## config.mk

```make
export PLATFORM = sky130hd
export DESIGN_NAME = secure_page_crc16_engine_flat
export DESIGN_NICKNAME = d
export VERILOG_FILES = /design/src/sv/spcrc_pkg.sv /design/src/sv/spcrc_req_if.sv /design/src/sv/spcrc_rsp_if.sv /design/src/sv/secure_page_crc16_engine.sv /design/src/sv/spcrc_in_stage.sv /design/src/sv/spcrc_core.sv /design/src/flat_wrapper.sv
export VERILOG_INCLUDE_DIRS = /design/src /design/src/sv
export SDC_FILE = /design/constraint.sdc
export NUM_CORES = 1
export LEC_CHECK = 0
export ABC_AREA = 1
export BUFFER_PORTS_ARGS = -buffer_cell sky130_fd_sc_hd__buf_4
export CORE_UTILIZATION = 47
export DETAILED_ROUTE_END_ITERATION = 10
export PLACE_DENSITY = 0.66
export SETUP_SLACK_MARGIN = 0.2
export SYNTH_ARGS = -nofsm -noshare
export SYNTH_HDL_FRONTEND = slang
export SYNTH_SLANG_ARGS = --single-unit
export TNS_END_PERCENT = 30
```

## constraint.sdc

```tcl
create_clock -name clk_i -period 2.4 [get_ports clk_i]
set_clock_uncertainty 0.15 [all_clocks]
set_input_delay 0.12 -clock clk_i [delete_from_list [all_inputs] [get_ports clk_i]]
set_output_delay 0.12 -clock clk_i [all_outputs]
set_load 0.02 [all_outputs]
```

## src/sv/secure_page_crc16_engine_assert.svh

```systemverilog
// ----------------------------------------------------------------------------
// secure page crc16 engine assertion macros
// concurrent assertion wrappers, compiled out when NO_ASSERTIONS is defined
// ----------------------------------------------------------------------------
`ifndef SECURE_PAGE_CRC16_ENGINE_ASSERT_SVH
`define SECURE_PAGE_CRC16_ENGINE_ASSERT_SVH

`ifndef NO_ASSERTIONS

// checked property, disabled while reset is active
`define SPCRC_ASSERT(lbl, prop, msg) \
  lbl: assert property (@(posedge clk_i) disable iff (!rst_ni) (prop)) else $error(msg);

// checked property, also evaluated during reset
`define SPCRC_ASSERT_NR(lbl, prop, msg) \
  lbl: assert property (@(posedge clk_i) (prop)) else $error(msg);

`else

`define SPCRC_ASSERT(lbl, prop, msg)

`define SPCRC_ASSERT_NR(lbl, prop, msg)

`endif

`endif

```

## src/sv/spcrc_pkg.sv

```systemverilog
// ----------------------------------------------------------------------------
// spcrc package
// command and status codes, crc constants and the byte-wide crc update
// ----------------------------------------------------------------------------
package spcrc_pkg;

  localparam int unsigned PAGE_BYTES   = 64;
  localparam int unsigned MEMORY_BYTES = 131072;
  localparam int unsigned ADDR_W       = 17;

  localparam logic [15:0] CRC_POLY        = 16'h1021;
  localparam logic [15:0] CRC_INIT        = 16'hFFFF;
  localparam logic [15:0] SEED_BIT16_ZERO = 16'hEFDF;
  localparam logic [15:0] SEED_BIT16_ONE  = 16'hFFFE;

  localparam logic [ADDR_W-1:0] PAGE_MASK  = ADDR_W'(PAGE_BYTES - 1);
  localparam logic [ADDR_W:0]   PAGE_LIMIT = (ADDR_W + 1)'(MEMORY_BYTES - PAGE_BYTES);

  typedef enum logic [1:0] {
    CmdStart = 2'd0,
    CmdData  = 2'd1,
    CmdCheck = 2'd2
  } cmd_e;

  typedef enum logic [1:0] {
    StOk         = 2'd0,
    StMisaligned = 2'd1,
    StBeyond     = 2'd2,
    StMismatch   = 2'd3
  } status_e;

  typedef struct packed {
    logic [1:0]        command;
    logic [ADDR_W-1:0] page_address;
    logic [7:0]        data_byte;
    logic [15:0]       received_crc;
    logic [15:0]       addr_hi_crc;
  } stage_t;

  // msb-first crc over one byte
  function automatic logic [15:0] crc_fold_byte(input logic [15:0] crc,
                                                input logic [7:0]  data);
    logic [15:0] r;
    r = crc ^ {data, 8'h00};
    for (int i = 0; i < 8; i++) begin
      if (r[15]) begin
        r = {r[14:0], 1'b0} ^ CRC_POLY;
      end else begin
        r = {r[14:0], 1'b0};
      end
    end
    return r;
  endfunction

endpackage

```

## src/sv/spcrc_req_if.sv

```systemverilog
// ----------------------------------------------------------------------------
// spcrc request channel
// valid/ready channel carrying one command request
// ----------------------------------------------------------------------------
interface spcrc_req_if;

  logic        valid;
  logic        ready;
  logic [1:0]  command;
  logic [16:0] page_address;
  logic [7:0]  data_byte;
  logic [15:0] received_crc;

  modport source (output valid, output command, output page_address,
                  output data_byte, output received_crc, input ready);
  modport sink (input valid, input command, input page_address,
                input data_byte, input received_crc, output ready);

endinterface

```

## src/sv/spcrc_rsp_if.sv

```systemverilog
// ----------------------------------------------------------------------------
// spcrc response channel
// valid/ready channel carrying status and running crc
// ----------------------------------------------------------------------------
interface spcrc_rsp_if;

  logic        valid;
  logic        ready;
  logic [1:0]  status;
  logic [15:0] crc_value;

  modport source (output valid, output status, output crc_value, input ready);
  modport sink (input valid, input status, input crc_value, output ready);

endinterface

```

## src/sv/secure_page_crc16_engine.sv

```systemverilog
// ----------------------------------------------------------------------------
// secure page crc16 engine
// crc-16/ibm-3740 generation and check for secure page transfers
//
// channel  dir  payload                                          handshake
// req_i    in   command, page_address, data_byte, received_crc   valid/ready
// rsp_o    out  status, crc_value                                valid/ready
//
// one request per cycle unless rsp_o stalls; passes request then result register
// the byte-wide crc update between the request register and the result register
// sets the cycle; the address high byte is folded ahead of the request register
// reset sets the running crc to 0xffff and empties both stages
// a stalled result holds while a request waits in the request register
// ----------------------------------------------------------------------------
module secure_page_crc16_engine (
  input  logic        clk_i,
  input  logic        rst_ni,
  spcrc_req_if.sink   req_i,
  spcrc_rsp_if.source rsp_o
);
  import spcrc_pkg::*;

  logic   stage_valid;
  logic   stage_ready;
  stage_t stage;

  spcrc_in_stage u_in_stage (
    .clk_i         (clk_i),
    .rst_ni        (rst_ni),
    .req_i         (req_i),
    .stage_valid_o (stage_valid),
    .stage_o       (stage),
    .stage_ready_i (stage_ready)
  );

  spcrc_core u_core (
    .clk_i         (clk_i),
    .rst_ni        (rst_ni),
    .stage_valid_i (stage_valid),
    .stage_i       (stage),
    .stage_ready_o (stage_ready),
    .rsp_o         (rsp_o)
  );

endmodule

```

## src/sv/spcrc_in_stage.sv

```systemverilog
// ----------------------------------------------------------------------------
// spcrc input stage
// registers the request and pre-folds the seed over address bits 15..8
// ----------------------------------------------------------------------------
module spcrc_in_stage (
  input  logic                clk_i,
  input  logic                rst_ni,
  spcrc_req_if.sink           req_i,
  output logic                stage_valid_o,
  output spcrc_pkg::stage_t   stage_o,
  input  logic                stage_ready_i
);
  import spcrc_pkg::*;

  logic        valid_q;
  stage_t      stage_q;
  stage_t      stage_d;
  logic [15:0] seed;
  logic        load;

  assign req_i.ready = !valid_q || stage_ready_i;
  assign load        = req_i.valid && req_i.ready;

  // seed depends only on address bit 16
  always_comb begin
    seed                 = req_i.page_address[16] ? SEED_BIT16_ONE : SEED_BIT16_ZERO;
    stage_d.command      = req_i.command;
    stage_d.page_address = req_i.page_address;
    stage_d.data_byte    = req_i.data_byte;
    stage_d.received_crc = req_i.received_crc;
    stage_d.addr_hi_crc  = crc_fold_byte(seed, req_i.page_address[15:8]);
  end

  always_ff @(posedge clk_i or negedge rst_ni) begin
    if (!rst_ni) begin
      valid_q <= 1'b0;
    end else if (req_i.ready) begin
      valid_q <= req_i.valid;
    end
  end

  always_ff @(posedge clk_i) begin
    if (load) begin
      stage_q <= stage_d;
    end
  end

  assign stage_valid_o = valid_q;
  assign stage_o       = stage_q;

endmodule

```

## src/sv/spcrc_core.sv

```systemverilog
// ----------------------------------------------------------------------------
// spcrc core
// address checks, crc update, running crc state and result register
// ----------------------------------------------------------------------------
`include "secure_page_crc16_engine_assert.svh"

module spcrc_core (
  input  logic                clk_i,
  input  logic                rst_ni,
  input  logic                stage_valid_i,
  input  spcrc_pkg::stage_t   stage_i,
  output logic                stage_ready_o,
  spcrc_rsp_if.source         rsp_o
);
  import spcrc_pkg::*;

  logic        rsp_valid_q;
  status_e     status_q;
  status_e     status_d;
  logic [15:0] rsp_crc_q;
  logic [15:0] crc_q;
  logic [15:0] crc_d;
  logic        fire;

  assign stage_ready_o = !rsp_valid_q || rsp_o.ready;
  assign fire          = stage_valid_i && stage_ready_o;

  always_comb begin
    status_d = StOk;
    crc_d    = crc_q;
    case (stage_i.command)
      CmdStart: begin
        if ((stage_i.page_address & PAGE_MASK) != '0) begin
          status_d = StMisaligned;
        end else if ({1'b0, stage_i.page_address} > PAGE_LIMIT) begin
          status_d = StBeyond;
        end else begin
          crc_d = crc_fold_byte(stage_i.addr_hi_crc, stage_i.page_address[7:0]);
        end
      end
      CmdData: begin
        crc_d = crc_fold_byte(crc_q, stage_i.data_byte);
      end
      CmdCheck: begin
        status_d = (stage_i.received_crc == crc_q) ? StOk : StMismatch;
      end
      default: begin
        status_d = StOk;
      end
    endcase
  end

  always_ff @(posedge clk_i or negedge rst_ni) begin
    if (!rst_ni) begin
      rsp_valid_q <= 1'b0;
      crc_q       <= CRC_INIT;
    end else begin
      if (stage_ready_o) begin
        rsp_valid_q <= stage_valid_i;
      end
      if (fire) begin
        crc_q <= crc_d;
      end
    end
  end

  always_ff @(posedge clk_i) begin
    if (fire) begin
      status_q  <= status_d;
      rsp_crc_q <= crc_d;
    end
  end

  assign rsp_o.valid     = rsp_valid_q;
  assign rsp_o.status    = status_q;
  assign rsp_o.crc_value = rsp_crc_q;

  `SPCRC_ASSERT(a_crc_idle_hold, !fire |=> crc_q == $past(crc_q), "crc changed without request")
  `SPCRC_ASSERT(a_err_keeps_crc, fire && status_d != StOk |=> crc_q == $past(crc_q),
                "failed request changed crc")
  `SPCRC_ASSERT(a_check_reports_crc, fire && stage_i.command == CmdCheck |=> rsp_crc_q == crc_q,
                "check result crc differs from running crc")
  `SPCRC_ASSERT(a_result_tracks_state, rsp_valid_q && $past(fire) |-> rsp_crc_q == crc_q,
                "result crc not equal to running crc")

endmodule
```

## src/flat_wrapper.sv

```systemverilog
// flat-port wrapper written by rule: the top's interface ports become plain ports
module secure_page_crc16_engine_flat import spcrc_pkg::*;
  (clk_i, rst_ni, req_i_valid, req_i_command, req_i_page_address, req_i_data_byte, req_i_received_crc, req_i_ready, rsp_o_valid, rsp_o_status, rsp_o_crc_value, rsp_o_ready);
  spcrc_req_if req_i_i ();
  spcrc_rsp_if rsp_o_i ();
  input  logic clk_i;
  input  logic rst_ni;
  input wire logic [$bits(req_i_i.valid)-1:0] req_i_valid;
  input wire logic [$bits(req_i_i.command)-1:0] req_i_command;
  input wire logic [$bits(req_i_i.page_address)-1:0] req_i_page_address;
  input wire logic [$bits(req_i_i.data_byte)-1:0] req_i_data_byte;
  input wire logic [$bits(req_i_i.received_crc)-1:0] req_i_received_crc;
  output wire logic [$bits(req_i_i.ready)-1:0] req_i_ready;
  output wire logic [$bits(rsp_o_i.valid)-1:0] rsp_o_valid;
  output wire logic [$bits(rsp_o_i.status)-1:0] rsp_o_status;
  output wire logic [$bits(rsp_o_i.crc_value)-1:0] rsp_o_crc_value;
  input wire logic [$bits(rsp_o_i.ready)-1:0] rsp_o_ready;
  assign req_i_i.valid = req_i_valid;
  assign req_i_i.command = req_i_command;
  assign req_i_i.page_address = req_i_page_address;
  assign req_i_i.data_byte = req_i_data_byte;
  assign req_i_i.received_crc = req_i_received_crc;
  assign req_i_ready = req_i_i.ready;
  assign rsp_o_valid = rsp_o_i.valid;
  assign rsp_o_status = rsp_o_i.status;
  assign rsp_o_crc_value = rsp_o_i.crc_value;
  assign rsp_o_i.ready = rsp_o_ready;
  secure_page_crc16_engine u_core (.clk_i(clk_i), .rst_ni(rst_ni), .req_i(req_i_i), .rsp_o(rsp_o_i));
endmodule
```

After elaboration in Yosys (flattened, before gate mapping)
Index checks and enable logic that the tools add are counted.
{"block": "totals", "reg_bits": 95, "in_bits": 47, "output_inout_bits": 20, "word_cells": 110}
{"block": "classes", "n_lt_le_gt_ge": 1, "eq_ne": 3, "muxes": 60, "bitwise_logic": 27, "reduce_logical": 8}
{"cell": "$mux 16", "n": 30}
{"cell": "$mux 13", "n": 25}
{"cell": "$not 3->3", "n": 24}
{"cell": "$xor 16x16->16", "n": 3}
{"cell": "$pmux 16 s2", "n": 1}
{"cell": "$gt 17x17->1 const B", "n": 1}
{"cell": "$reduce_bool 17->1", "n": 1}
{"cell": "$eq 16x16->1", "n": 1}
{"cell": "$mux 2", "n": 3}
{"cell": "$pmux 2 s2", "n": 1}
{"cell": "$eq 2x1->1 const B", "n": 1}
{"cell": "$eq 2x2->1 const B", "n": 1}
{"cell": "$logic_and 1x1->1", "n": 2}
{"cell": "$logic_not 1->1", "n": 2}
{"cell": "$logic_not 2->1", "n": 1}
{"cell": "$logic_or 1x1->1", "n": 2}

Logic depth before layout (Yosys ltp)
{"block": "logic_depth", "depth_word": 41, "mapped_depth": 12, "ltp_nobuf": 12}

Cells and area by module
From an unflattened synthesis, not the netlist that was laid out.
{"block": "hier_totals", "cells_unflattened": 466, "hier_area_um2": 4669.5}
{"mod": "spcrc_core", "instances": 1, "cells_per_inst": 369, "area_per_inst_um2": 2673.8, "seq_area_each_um2": 985.9}
{"mod": "spcrc_in_stage", "instances": 1, "cells_per_inst": 97, "area_per_inst_um2": 1995.7, "seq_area_each_um2": 1796.7}

Worst setup path before layout
OpenSTA, ideal clock, no wires.
{"block": "synth_timing", "path_kind": "reg2reg", "startpoint": "reg u_core.u_core.rsp_valid_q (netlist: u_core.u_core.rsp_o.valid)", "endpoint": "reg u_core.u_in_stage.stage_q (netlist bit u_core.u_in_stage.stage_o[0]) (enable)", "setup_ns": 0.404, "arrival_time_ns": 1.817, "required_time_ns": 1.846, "slack_ns": 0.028, "stages_incl_launch_ff": 4, "path_buffers": 0, "synth_period_minus_slack_ns": 2.372, "cell_sequence": "dfrtp_1 -> nand3_1 -> nand2_1 -> inv_1"}
{"block": "synth_via", "elab_chain_len": 4}
{"element": "from (decl)", "line": "spcrc_core.sv:17", "text": "logic rsp_valid_q;"}
{"element": "from (signal assigned)", "line": "spcrc_core.sv:59", "text": "rsp_valid_q <= stage_valid_i;"}
{"element": "$logic_not 1->1", "line": "spcrc_core.sv:25", "text": "assign stage_ready_o = !rsp_valid_q || rsp_o.ready;"}
{"element": "$logic_or 1x1->1", "line": "spcrc_core.sv:25"}
{"element": "$logic_or 1x1->1", "line": "spcrc_in_stage.sv:21", "text": "assign req_i.ready = !valid_q || stage_ready_i;"}
{"element": "net req_i_ready", "line": "flat_wrapper.sv:13", "text": "output wire logic [$bits(req_i_i.ready)-1:0] req_i_ready;"}
{"element": "$logic_and 1x1->1", "line": "spcrc_in_stage.sv:22", "text": "assign load = req_i.valid && req_i.ready;"}
{"element": "net u_core.u_in_stage.load", "line": "spcrc_in_stage.sv:19", "text": "logic load;"}
{"element": "to (signal assigned)", "line": "spcrc_in_stage.sv:44", "text": "stage_q <= stage_d;"}
{"element": "to (decl)", "line": "spcrc_in_stage.sv:16", "text": "stage_t stage_q;"}
The timed path passes the listed nets, and every way through them passes these cells.
A chain may end at the register's enable or synchronous reset.

Final worst setup path
{"block": "layout_timing", "startpoint": "reg u_core.u_in_stage.stage_q (netlist bit u_core.u_in_stage.stage_o[45])", "endpoint": "reg u_core.u_core.crc_q[0]"}
{"block": "layout_via", "elab_chain_len": 4, "elab_cells_between_ends": 5, "cone_classes": "1 x order compare; 3 x mux; 1 x reduce/logical"}
{"element": "$gt 17x17->1", "line": "spcrc_core.sv:35", "text": "end else if ({1'b0, stage_i.page_address} > PAGE_LIMIT) begin"}
{"element": "$mux 16", "line": "spcrc_core.sv:35"}
{"element": "$mux 16 *", "line": "spcrc_core.sv:33", "text": "if ((stage_i.page_address & PAGE_MASK) != '0) begin"}
{"element": "$pmux 16 s2 *", "line": "spcrc_core.sv:31", "text": "case (stage_i.command)"}
{"element": "net u_core.u_core.crc_d[0]", "line": "spcrc_core.sv:22", "text": "logic [15:0] crc_d;"}
{"element": "to (signal assigned)", "line": "spcrc_core.sv:62", "text": "crc_q <= crc_d;"}
{"element": "to (decl)", "line": "spcrc_core.sv:21", "text": "logic [15:0] crc_q;"}
Mark *: on every way through the listed nets, which the timed path passes. The rest lies on a longest branch.

==> results.md <==
| Step | Result | This run |
|---|---|---|
| outcome | Status | finished, final reports clean |
| critical path | R2r setup slk | 0.50 ns |
| global route | Global-route wire length before repair | 15300 um |
| synthesis | Total standard cell area after synthesis | 4440 um^2 |
| critical path | Slowest stage cell on the critical path | edfxtp_1 |
| drt | Iteration-0 DRC Markers | 126 |
| critical path | Series of cell instances along the critical path | nor2_2 > nand4_4 > nor2_4 > nand3_1 > nand3_2 > nand2_1 > o21ai_1 |
| critical path | CP Capture Type | flip-flop |
| place | Number of I/O port buffers | 66 |
| clock tree | Number of buffers created by CTS | 9 |
| critical path | Worst R2R Start | u_core.u_in_stage.stage_o[45] |
| critical path | Data arrival time of the worst path | 2.04 ns |
| layout | Sequential cell area | 2510 um^2 |
| sta | Max-slew headroom | 66.1% |
| layout | Final core occ | 61.9% |
| global route | Initial antenna violation count | 0 |
| synthesis | Post-synthesis average cell area | 10.1 um^2 |
| synthesis | Most used standard cells in the synthesized netlist | nand2_1 (144), edfxtp_1 (68), inv_1 (44) |
| global route | Global-route usage over all layers | 20.8% |
| layout | Fillcell total | 798 |
| floorplan | Area of the die | 9830 um^2 |
| drt | Detail Route met2 WL | 4620 um |
| worst hold path | Kind of path behind the tightest hold check | in -> reg |
| synthesis | Post-synth EDFFs | 68 |
| layout | Post-synthesis to final-layout area growth | 28.2% |
| critical path | Category of cells accounting for the largest share of critical-path delay | simple AND/OR/NAND/NOR gates |
| drt | Count of TritonRoute iterations in the first routing pass | 4 |
| floorplan | Die height | 99.2 um |
| synthesis | Yosys cell types | 32 |
| synthesis | Post-synth top area share | 46.0% |
| floorplan | Floorplan die width | 99.2 um |
| clock tree | Clock Latency Late Sink | 0.36 ns |
| synthesis | Commonest register cell after synthesis | edfxtp_1 |
| global route | Number of global-route vias before repair | 3156 |
| place | Half-perimeter wire length of the detailed placement result | 6750 um |
| clock tree | Master cell of the clock root buffer | clkbuf_8 |
| critical path | FF-to-FF path depth | 7 |
| critical path | Kind of start point of the critical path | flip-flop |
| drt | Average via count per standard cell | 4.90 |
| power and ir drop | Max rail drop VDD | 0.460 mV |
| synthesis | Syn_nets | 487 |
| sta | Total setup violations reported at the end of the flow | 0 |
| global route | Total gr overflow | 0 |
| clock tree | Clock-pin transition on the worst setup and hold timing paths | 0.09 ns |
| drt | WL met1 | 4370 um |
| critical path | Critical Path Max Stage Delay | 0.45 ns |
| synthesis | Sequential share of the synthesized area | 56.6% |
| critical path | Maximum fanout count along the critical path | 15 |
| sta | Measured slew at the worst slew-check pin | 0.507 ns |
| drt | Drt drc | 0 |
| synthesis | Cell type contributing the most total cell area after synthesis | edfxtp_1 |
| drt | Vias after detailed routing | 3297 |
| drt | Routed wire length | 9610 um |
| drt | Antenna violation net count after detailed routing | 0 |
| floorplan | Standard cell core area | 9200 um^2 |
| floorplan | Initial Utilization | 48.3% |
| power and ir drop | Leakage power summed over all cells | 2.48 nW |
| synthesis | Main area contributors after synthesis | edfxtp_1 (46%), nand2_1 (12%), dfstp_2 (9.5%) |
| sta | Final Hold Viols | 0 |
| sta | Post-layout minimum cycle time | 1.90 ns |
| synthesis | FFs w/ async S/R, synth | 20.9% |
| worst hold path | Startpoint of the lowest-slack hold path | req_i_page_address[12] |
| layout | Count of nets after finishing | 604 |
| sta | Fin Setup TNS | 0 ns |
| critical path | Type of the worst setup path | reg -> reg |
| drt | WL/cell | 14.3 um |
| layout | Combined area of the multi-input logic cells | 1690 um^2 |
| layout | Number of inserted diodes | 0 |
| synthesis | Number of synthesized register bits | 86 |
| critical path | CP bufs+invs | 0 |
| flow run | Max capacitance violation total | 0 |
| critical path | End of the critical path | u_core.u_core.crc_q[0] |
| critical path | Required arrival time at the worst endpoint | 2.54 ns |
| power and ir drop | Pwr Density | 874 nW/um^2 |
| floorplan | Top-level port count | 67 |
| synthesis | Count of yosys warnings during synthesis | 0 |
| layout | Share of final-layout standard cells stronger than drive strength 1 | 28.3% |
| sta | Max Clock Freq | 526 MHz |
| drt | Detailed route wirelength on metal3 | 367 um |
| critical path | Number of cells on the critical path | 7 |
| floorplan | Number of cell rows | 35 |
| clock tree | Clock net sink count | 86 |
| critical path | Launching element of the worst setup path | u_core.u_in_stage.stage_o[45] |
| synthesis | Dominant cell by count in the synthesized netlist | nand2_1 |
| sta | Pins Over Slew Limit | 0 |
| clock tree | Buffers inserted by post-CTS timing repair | 0 |
| critical path | Endpoint of the worst register-to-register path | u_core.u_core.crc_q[0] |
| global route | Maximum number of pins on one net before global-route repair | 51 |
| clock tree | CTS tree | built |
| sta | Unrepaired setup endpoints after global routing | false |
| sta | Share of the cycle needed by the critical path after routing | 79.3% |
| synthesis | Post-Synthesis Cells | 440 |
| place | Routability Congestion | 0.854 |
| clock tree | Buffers from clock root to sink, at most | 2 |
| clock tree | CTS HTree Levels | 3 |
| drt | Top routing layer in use | met4 |
[sequential cells by signal (all words and copies together) (netlist names)]
signal and count:
u_core.u_core.crc_q 16, u_core.u_core.rsp_o.crc_value 16, u_core.u_core.rsp_o.status 2, u_core.u_core.rsp_o.valid 1
u_core.u_in_stage.stage_o 50, u_core.u_in_stage.stage_valid_o 1
[cell families (layout without fill, tap and decap cells)]
kind of cell              count (synthesis)  after routing  share of synthesized area (%)
buffers and inverters                    54            176                           5.27
xor gates and xnor gates                 43             43                           8.99
AOI/OAI and AO/OA                        14             14                           2.03
DFF                                      86             86                           56.6
and+or+nand+nor                         243            243                           27.1
[placed cells by master (no fill, tap or decap)]
master	netlist	routed
a21boi_0	2	2
a21oi_1	3	3
a21oi_2	1	1
buf_12	0	1
buf_4	1	69
clkbuf_8	0	11
clkinv_1	1	3
clkinv_4	0	1
clkinvlp_4	0	2
dfrtp_1	2	2
dfstp_2	16	16
dlygate4sd3_1	0	45
edfxtp_1	68	68
inv_1	44	43
inv_6	0	1
nand2_1	144	144
nand2_2	19	19
nand3_1	30	30
nand3_2	21	21
nand3b_1	3	3
nand4_1	3	3
nand4_4	1	1
nor2_1	8	8
nor2_2	4	4
nor2_4	1	1
nor3_1	2	2
o211ai_2	1	1
o21ai_1	6	6
o21ai_2	1	1
or2_1	1	1
or2_2	6	6
xnor2_1	24	24
xor2_1	16	16
xor2_2	3	3
[repair_timing]
action                    in CTS  in global routing
resized for setup              0                  0
hold endpoints to repair      66                  0
hold buffers                  45                  0
[per-stage QoR]
step                      cell area [um^2]  hold WS, ns  setup slack [ns]  std cells  total power [mW]
after floorplan                       4440       -0.326             0.215        440              3.47
after global placement                5050       -0.137             0.580        612              3.95
after detailed placement              5050       -0.133             0.521        612              3.99
after CTS                             5690    0.0000113             0.488        673              5.00
after global routing                  5690       0.0256             0.388        673              5.27
final                                 5690      0.00710             0.497        673              4.97
[worst min-delay path by stage]
stage,endpoint,cells after the start,slack [ns]
final,u_core.u_in_stage.stage_o[9],3,0.007
after global routing,u_core.u_in_stage.stage_valid_o,2,0.03
after CTS,u_core.u_in_stage.stage_o[9],3,0.00001
after detailed placement,u_core.u_in_stage.stage_valid_o,1,-0.13
after floorplan,u_core.u_core.rsp_o.valid,0,-0.33
after global placement,u_core.u_in_stage.stage_valid_o,1,-0.14
[routing by layer]
layer | vias to the layer above | GRT usage, %
met4 | 0 | 8.82
met3 | 19 | 4.29
met1 | 1539 | 26.7
met5 | - | 0
li1 | 1660 | -
met2 | 79 | 34.6
[area by class of cell]
type,instances,share of cell area (%)
sequential,86,44.2
multi-input combinational,300,29.7
timing repair buffer,115,17.4
inverter,45,3.04
clock buffer,11,2.66
tap,111,2.44
clock inverter,5,0.572
[worst min-delay path: cells and delay by family]
kind,cells,cell delay [ns]
simple gates,2,0.18
buf+inv,1,0.08
[where the power goes]
part	internal [mW]	switching, mW	leakage [nW]
Clock	0.431	0.519	0.0910
Combinational	0.694	0.988	1.54
Sequential	2.05	0.286	0.851
(Power assumes the default switching activity.)
